===== src/design/llab_pkg.sv =====
// Shared types, constants and helpers for the linearized alpha blend block.
// No dependencies; used by llab_front, llab_queue, llab_back and the top level.
package llab_pkg;

   localparam int OUT_INDEX_BITS = 16;
   localparam int OUT_DEPTH      = 1 << OUT_INDEX_BITS;
   localparam int FWD_TABLES     = 8;
   localparam int FWD_DEPTH      = 256;
   localparam int LANES          = 4;
   // power of two so the pointers wrap by themselves
   localparam int QUEUE_DEPTH    = 4;
   localparam int QUEUE_PTR_BITS = $clog2(QUEUE_DEPTH);

   // request operation codes
   localparam logic [1:0] OP_BLEND     = 2'd0;
   localparam logic [1:0] OP_FWD_WRITE = 2'd1;
   localparam logic [1:0] OP_OUT_WRITE = 2'd2;

   typedef enum logic {
      KIND_BLEND,
      KIND_OUT_WRITE
   } kind_type;

   typedef struct packed {
      kind_type                        kind;
      logic [7:0]                      alpha;
      logic [LANES-1:0][15:0]          src_lanes;
      logic [LANES-1:0][15:0]          dst_lanes;
      logic [1:0]                      out_channel;
      logic [OUT_INDEX_BITS-1:0]       out_addr;
      logic [7:0]                      out_data;
   } queue_entry_type;

   typedef struct packed {
      logic valid;
      logic full;
   } queue_status_type;

   // signed 16-bit add with saturation
   function automatic logic [15:0] sat_add16(input logic [15:0] a, input logic [15:0] b);
      logic [16:0] sum;
      sum = {a[15], a} + {b[15], b};
      if (sum[16] != sum[15]) begin
         sat_add16 = sum[16] ? 16'h8000 : 16'h7FFF;
      end else begin
         sat_add16 = sum[15:0];
      end
   endfunction

endpackage


===== src/design/llab_queue.sv =====
// Small register FIFO between front and back ends.
// Depends on llab_pkg.
module llab_queue (
   input  logic                       clock,
   input  logic                       reset,
   input  logic                       push,
   input  llab_pkg::queue_entry_type  push_data,
   input  logic                       pop,
   output llab_pkg::queue_entry_type  pop_data,
   output llab_pkg::queue_status_type status
);

   localparam int PTR = llab_pkg::QUEUE_PTR_BITS;

   llab_pkg::queue_entry_type mem [llab_pkg::QUEUE_DEPTH];
   logic [PTR-1:0] wr_ptr_ff;
   logic [PTR-1:0] wr_ptr_in;
   logic [PTR-1:0] rd_ptr_ff;
   logic [PTR-1:0] rd_ptr_in;
   logic [PTR:0]   count_ff;
   logic [PTR:0]   count_in;

   assign status.valid = (count_ff != '0);
   assign status.full  = (count_ff == (PTR+1)'(llab_pkg::QUEUE_DEPTH));
   assign pop_data     = mem[rd_ptr_ff];

   always_comb begin
      wr_ptr_in = push ? wr_ptr_ff + 1'b1 : wr_ptr_ff;
      rd_ptr_in = pop  ? rd_ptr_ff + 1'b1 : rd_ptr_ff;
      count_in  = count_ff;
      if (push && !pop) begin
         count_in = count_ff + 1'b1;
      end else if (pop && !push) begin
         count_in = count_ff - 1'b1;
      end
   end

   always_ff @(posedge clock) begin
      if (reset) begin
         wr_ptr_ff <= '0;
         rd_ptr_ff <= '0;
         count_ff  <= '0;
      end else begin
         wr_ptr_ff <= wr_ptr_in;
         rd_ptr_ff <= rd_ptr_in;
         count_ff  <= count_in;
      end
   end

   always_ff @(posedge clock) begin
      if (push) begin
         mem[wr_ptr_ff] <= push_data;
      end
   end

endmodule


===== config.mk =====
export PLATFORM = sky130hd
export DESIGN_NAME = llab_queue
export DESIGN_NICKNAME = d
export VERILOG_FILES = /design/src/design/llab_pkg.sv /design/src/design/llab_queue.sv
export SDC_FILE = /design/constraint.sdc
export NUM_CORES = 1
export LEC_CHECK = 0
export ABC_AREA = 1
export BUFFER_PORTS_ARGS = -buffer_cell sky130_fd_sc_hd__buf_2
export CAP_MARGIN = 20
export CORE_UTILIZATION = 36
export DETAILED_ROUTE_END_ITERATION = 12
export GPL_TIMING_DRIVEN = 0
export SLEW_MARGIN = 20
export SYNTH_ARGS = -nofsm -noshare
export SYNTH_HDL_FRONTEND = slang
export SYNTH_SLANG_ARGS = --single-unit

===== constraint.sdc =====
create_clock -name clock -period 9.4 [get_ports clock]
set_input_delay 0.94 -clock clock [delete_from_list [all_inputs] [get_ports clock]]
set_output_delay 0.94 -clock clock [all_outputs]
set_load 0.01 [all_outputs]

==> reports/qor.yml, run 1 <==
timing.final.ws_setup_ns: 5.70
cts_resized: 0
max_stage_delay_ns: 0.45
synth_area_mm2: 0.0244
hold_path_class: "reg2reg"
path_class: "reg2out"
path_cells: "clkinv_1 -> buf_2 -> clkbuf_1 -> o21ai_0 -> o22ai_1 -> buf_2"
leakage_nw: 10.2
outcome: "completed"
dr.first_iter.drc_count: 996
clock_path_buffers: 3
drc_errors: 0
dp_slack_ns: 6.19
post-cts-setup-buffer-count: 0
synth.area.mux_share_pct: 0
synth_top_family_by_area: "compound AO/OA/AOI/OAI gates"
io_pins: 332
ys_warn_count: 0
hold_viol: 0
ff2ff_setup_slack_ns: 7.48
viasPerCell: 5.14
finalCritPeriodShare_pct: 39.4
die_w_um: 263
slew_headroom_pct: 55.6
htree_levels: 3
syn_area_per_cell_um2: 14.9
r2r_end: "mem[0][83]$_DFFE_PP_"
grt_usage_pct: 18.4
wirelength_mm: 64.6
reg2reg_depth: 5
slew_viol_final: 0
yosysTopAreaCellShare_pct: 80.1
antenna_left: 0
maxCapViolCount: 0
async_flop_share_pct: 0
ys_seq_area_share_pct: 80.9
arrival_ns: 2.76
max_slew.worst_pin.slew_ns: 0.662
synth-compound-area-share_pct: 11.0
area_growth_pct: 21.1
dpl.hpwl_mm: 39.4
crit_top_cell: "buf_2"
cts_sinks: 661
yosysMostFrequentCell: "edfxtp_1"
start_kind: "register"
dieArea_mm2: 0.0689
syn_inst: 1635
synth_common_cells: "edfxtp_1 (652), nor2_1 (333), o21ai_0 (331)"
grt_max_degree: 82
drive_above_1_share_pct: 22.5
synth_nets: 1808
synth-adder-area-share_pct: 0.338
skew_ns: 0.0249
synth_edf_count: 652
grt_pass1_wl_mm: 95.2
num-nets-final: 2219
final_cell_area_mm2: 0.0296
synth-simple-area-share_pct: 5.34
rows: 95
grt_overflow: 0
grt_pass1_vias: 15500
ys.flop_type: "edfxtp_1"
firstDrtPassIters: 5
cts_tree: "done"
fin_crit_ns: 3.70
clk_latency_ns: 0.60
power-per-cell-area_mw_per_mm2: 224
post-route-util_pct: 44.0
critPathSlowestCell: "clkbuf_1"
r2r_start: "wr_ptr_ff[0]$_SDFFE_PP0P_"
root_buffer: "clkbuf_16"
crit_path_end_kind: "primary output"
synth_area_leaders: "edfxtp_1 (80%), o21ai_0 (6.8%), nor2_1 (5.1%)"
placed_cell_area_mm2: 0.0274
synth_cell_types: 20
core_area_mm2: 0.0672
port-buffer-count: 331
p_total_mw: 6.63
clk_pin_slew_ns: 0.05
vias: 15300
hold_buffers: 0
wl_per_cell_um: 21.7
crit_path_max_fanout: 10
setup_tns_ns: 0
ir_drop_mv: 0.224
die-height_um: 263
place.gp.congestion: 0.760
final-setup-viol-count: 0
synth_seq_cells: 661
antenna_found_initial: 16
grt_setup_unrepaired: "false"
cts_inserted_buffers: 70
start_util_pct: 36.4
crit_required_ns: 8.46
max_freq_mhz: 270
synth_top_area_cell: "edfxtp_1"
synth_xor_area_share_pct: 0.0358
timing.critical_path.to: "pop_data[141]"
==> cell usage in the layout (no fill, tap or decap), types with 7 or more instances in the layout <==
cell type and n:
clkbuf_16 72, buf_2 344, clkinv_1 12, inv_1 11
edfxtp_1 652, nand2_1 10, clkbuf_1 88, diode_2 8
nor2_1 333, buf_4 18, clkinv_2 7, dfxtp_1 9
o22ai_1 163, buf_16 8, o21ai_0 331
==> stage by stage <==
stage,cells,hold slack [ns]
finish,2974,0.450
global route,2971,0.471
CTS,2966,0.452
detailed placement,2847,0.443
global placement,2839,0.428
floorplan,1635,0.412
==> sequential cells by signal, indices dropped and copies added (netlist names), named ones only <==
signal,count
mem,652
count_ff,3
rd_ptr_ff,2
wr_ptr_ff,2
==> worst min path at each step <==
stage	endpoint	cells after the start	slack, ns	start
finish	register	1	0.45	rd_ptr_ff[1]$_SDFFE_PP0P_
global route	register	1	0.47	rd_ptr_ff[1]$_SDFFE_PP0P_
CTS	register	1	0.45	rd_ptr_ff[1]$_SDFFE_PP0P_
detailed placement	rd_ptr_ff[1]$_SDFFE_PP0P_	1	0.44	rd_ptr_ff[1]$_SDFFE_PP0P_
global placement	rd_ptr_ff[1]$_SDFFE_PP0P_	1	0.43	rd_ptr_ff[1]$_SDFFE_PP0P_
floorplan	register	1	0.41	rd_ptr_ff[1]$_SDFFE_PP0P_
==> power by group <==
group | total, mW | internal [mW] | switching, mW
clock network | 2.59 | 1.50 | 1.09
registers | 3.40 | 3.37 | 0.0264
logic | 0.635 | 0.199 | 0.436
==> worst max-delay path, delay by kind of cell, from the launching register on <==
| kind | cells | cell delay (ns) |
|---|---|---|
| buffers and inverters | 4 | 1.41 |
| AOI/OAI and AO/OA | 2 | 0.43 |
| DFF | 1 | 0.32 |
==> layout make-up <==
class | count | area, um^2
Fill cell | 6021 | 37600
Buffer | 107 | 523
Clock buffer | 91 | 1890
Antenna cell | 8 | 20.0
Sequential cell | 661 | 19800
Clock inverter | 28 | 234
Timing Repair Buffer | 339 | 1880
Multi-Input combinational cell | 850 | 4090
Inverter | 17 | 93.8
Tap cell | 873 | 1090
==> routing by layer <==
layer | track usage, % | part of all wire, % | up-vias
met4 | 6.28 | 2.3 | 14
met1 | 23.5 | 42 | 7655
met3 | 5.07 | 7.3 | 109
met5 | 0 | 0.14 | -
li1 | - | - | 7036
met2 | 30.1 | 49 | 464
==> logic make-up (layout without fill, tap and decap cells) <==
kind of cell             count (synthesis)  after routing
AO/OA/AOI/OAI                          497            497
XOR/XNOR                                 1              1
adder cells (fa/ha/maj)                  6              6
buffers and inverters                  124            582
flip-flops                             661            661
other                                    0              8
AND/OR/NAND/NOR                        346            346
(Power assumes the default switching activity.)
==> run 2, diff against run 1 <==
Clock period 9.4 ns to 3.74 ns, I/O delays scaled along.
==> reports/qor.yml, run 2 (synthesized netlist as in run 1, its figures left out) <==
antenna_found_initial: 8
mostFrequentLayoutCell: "edfxtp_1"
path_class: "reg2out"
skew_ns: 0.0100
grt_setup_unrepaired: "false"
ir_drop_mv: 0.360
crit_path_end_kind: "primary output"
firstDrtPassIters: 5
area_growth_pct: 30.2
drive_above_1_share_pct: 22.0
r2r_start: "wr_ptr_ff[1]$_SDFFE_PP0P_"
die_w_um: 263
dieArea_mm2: 0.0689
start_util_pct: 36.4
cts_inserted_buffers: 72
vias: 16100
grt_pass1_wl_mm: 98.7
grt_max_degree: 28
clk_latency_ns: 0.59
arrival_ns: 2.83
cts_tree: "done"
clk_pin_slew_ns: 0.06
max_slew.worst_pin.slew_ns: 0.791
finalCritPeriodShare_pct: 85.6
crit_path_max_fanout: 10
dpl.hpwl_mm: 42.0
cts_resized: 0
cp_top_family: "buffers and inverters"
grt_usage_pct: 18.8
root_buffer: "clkbuf_16"
htree_levels: 3
fin_crit_ns: 3.20
largestRegisters: "mem: 652 flops, count_ff: 3 flops"
cts_sinks: 661
wirelength_mm: 65.6
crit_top_cell: "buf_2"
maxCapViolCount: 0
hold_path_class: "in2reg"
io_pins: 332
place_inst: 2867
fillers: 5799
largest_register_ff_count: 652
max_stage_delay_ns: 0.44
grt_pass1_vias: 16700
dr.first_iter.drc_count: 1123
final-setup-viol-count: 0
path_cells: "clkinv_1 -> buf_2 -> clkbuf_1 -> o21ai_0 -> o22ai_1 -> buf_2"
ff2ff_setup_slack_ns: 1.40
fin_cells: 3162
regMostFlops: "mem"
port-buffer-count: 331
start_kind: "register"
place.gp.congestion: 0.757
hold_path_depth: 4
grt_overflow: 0
timing.hold.ws_ns: 0.133
p_total_mw: 17.4
reg2reg_depth: 8
outcome: "completed"
drc_errors: 0
wl_per_cell_um: 20.8
critPathBufInv: 4
viasPerCell: 5.08
slew_headroom_pct: 46.9
die-height_um: 263
max_freq_mhz: 312
rows: 95
slew_viol_final: 0
core_area_mm2: 0.0672
r2r_end: "mem[1][114]$_DFFE_PP_"
hold_buffers: 164
dp_slack_ns: 1.11
leakage_nw: 11.1
crit_required_ns: 3.37
post-cts-setup-buffer-count: 0
power-per-cell-area_mw_per_mm2: 546
num-nets-final: 2405
clock_path_buffers: 3
antenna_left: 0
critPathSlowestCell: "clkbuf_1"
hp-start: "pop"
mostFrequentLayoutCells: "edfxtp_1 (652), buf_2 (344), nor2_1 (333)"
timing.final.ws_setup_ns: 0.537
hold_viol: 0
## run 2: cell count changes in the layout (fill, tap and decap cells not counted), sizes merged
cell         delta
dlygate4sd3   +164
buf            +20
clkinv          +6
clkinvlp        +6
bufinv          +5
clkbuf          -5
diode           -4
inv             -4
## run 2: how the worst max path moves through the flow
stage	end	depth (start not counted)	slack, ns
finish	pop_data[133]	6	0.54
global route	pop_data[109]	6	0.43
CTS	pop_data[114]	6	0.45
detailed placement	pop_data[114]	6	1.11
global placement	mem[0][114]$_DFFE_PP_	4	-2.13
floorplan	mem[0][0]$_DFFE_PP_	4	0.24
## run 2: area by class of cell
class,count,area (um^2),area share [%]
tap,873,1090,3.43
buffer,107,523,1.64
sequential,661,19800,62.1
clock buffer,86,1880,5.90
multi-input combinational,850,4090,12.8
inverter,17,78.8,0.248
antenna,4,10.0,0.0315
clock inverter,41,469,1.48
timing repair buffer,523,3910,12.3
## run 2: per-layer routing
layer,up-vias,GRT usage [%],routed length [um]
met5,-,0,47
met1,8015,23.5,27100
met3,103,4.77,4480
li1,7406,-,-
met2,546,32.0,32600
met4,8,5.74,1320
## run 2: per-stage QoR
| step | utilization, % | setup TNS (ns) | instance area [um^2] |
|---|---|---|---|
| 2_1_floorplan | - | 0 | 24400 |
| 3_3_place_gp | 40.5 | -1316.49 | 27200 |
| 3_5_place_dp | 41.4 | 0 | 27800 |
| 4_1_cts | 47.3 | 0 | 31800 |
| 5_1_grt | 47.4 | 0 | 31800 |
| 6_report | 47.4 | 0 | 31800 |
## run 2: report_power, final
group          switching (mW)  internal [mW]  total, mW
clock                    2.85           4.16       7.01
combinational            1.15          0.655       1.80
sequential             0.0655           8.47       8.54
total                    4.07           13.3       17.4
## run 2: worst register-to-register path, delay by kind of cell (launching register included)
| kind | cells | cell delay (ns) |
|---|---|---|
| adder cells (fa/ha/maj) | 1 | 0.17 |
| buffers and inverters | 6 | 1.47 |
| flip-flops | 1 | 0.35 |
| AND/OR/NAND/NOR | 1 | 0.10 |
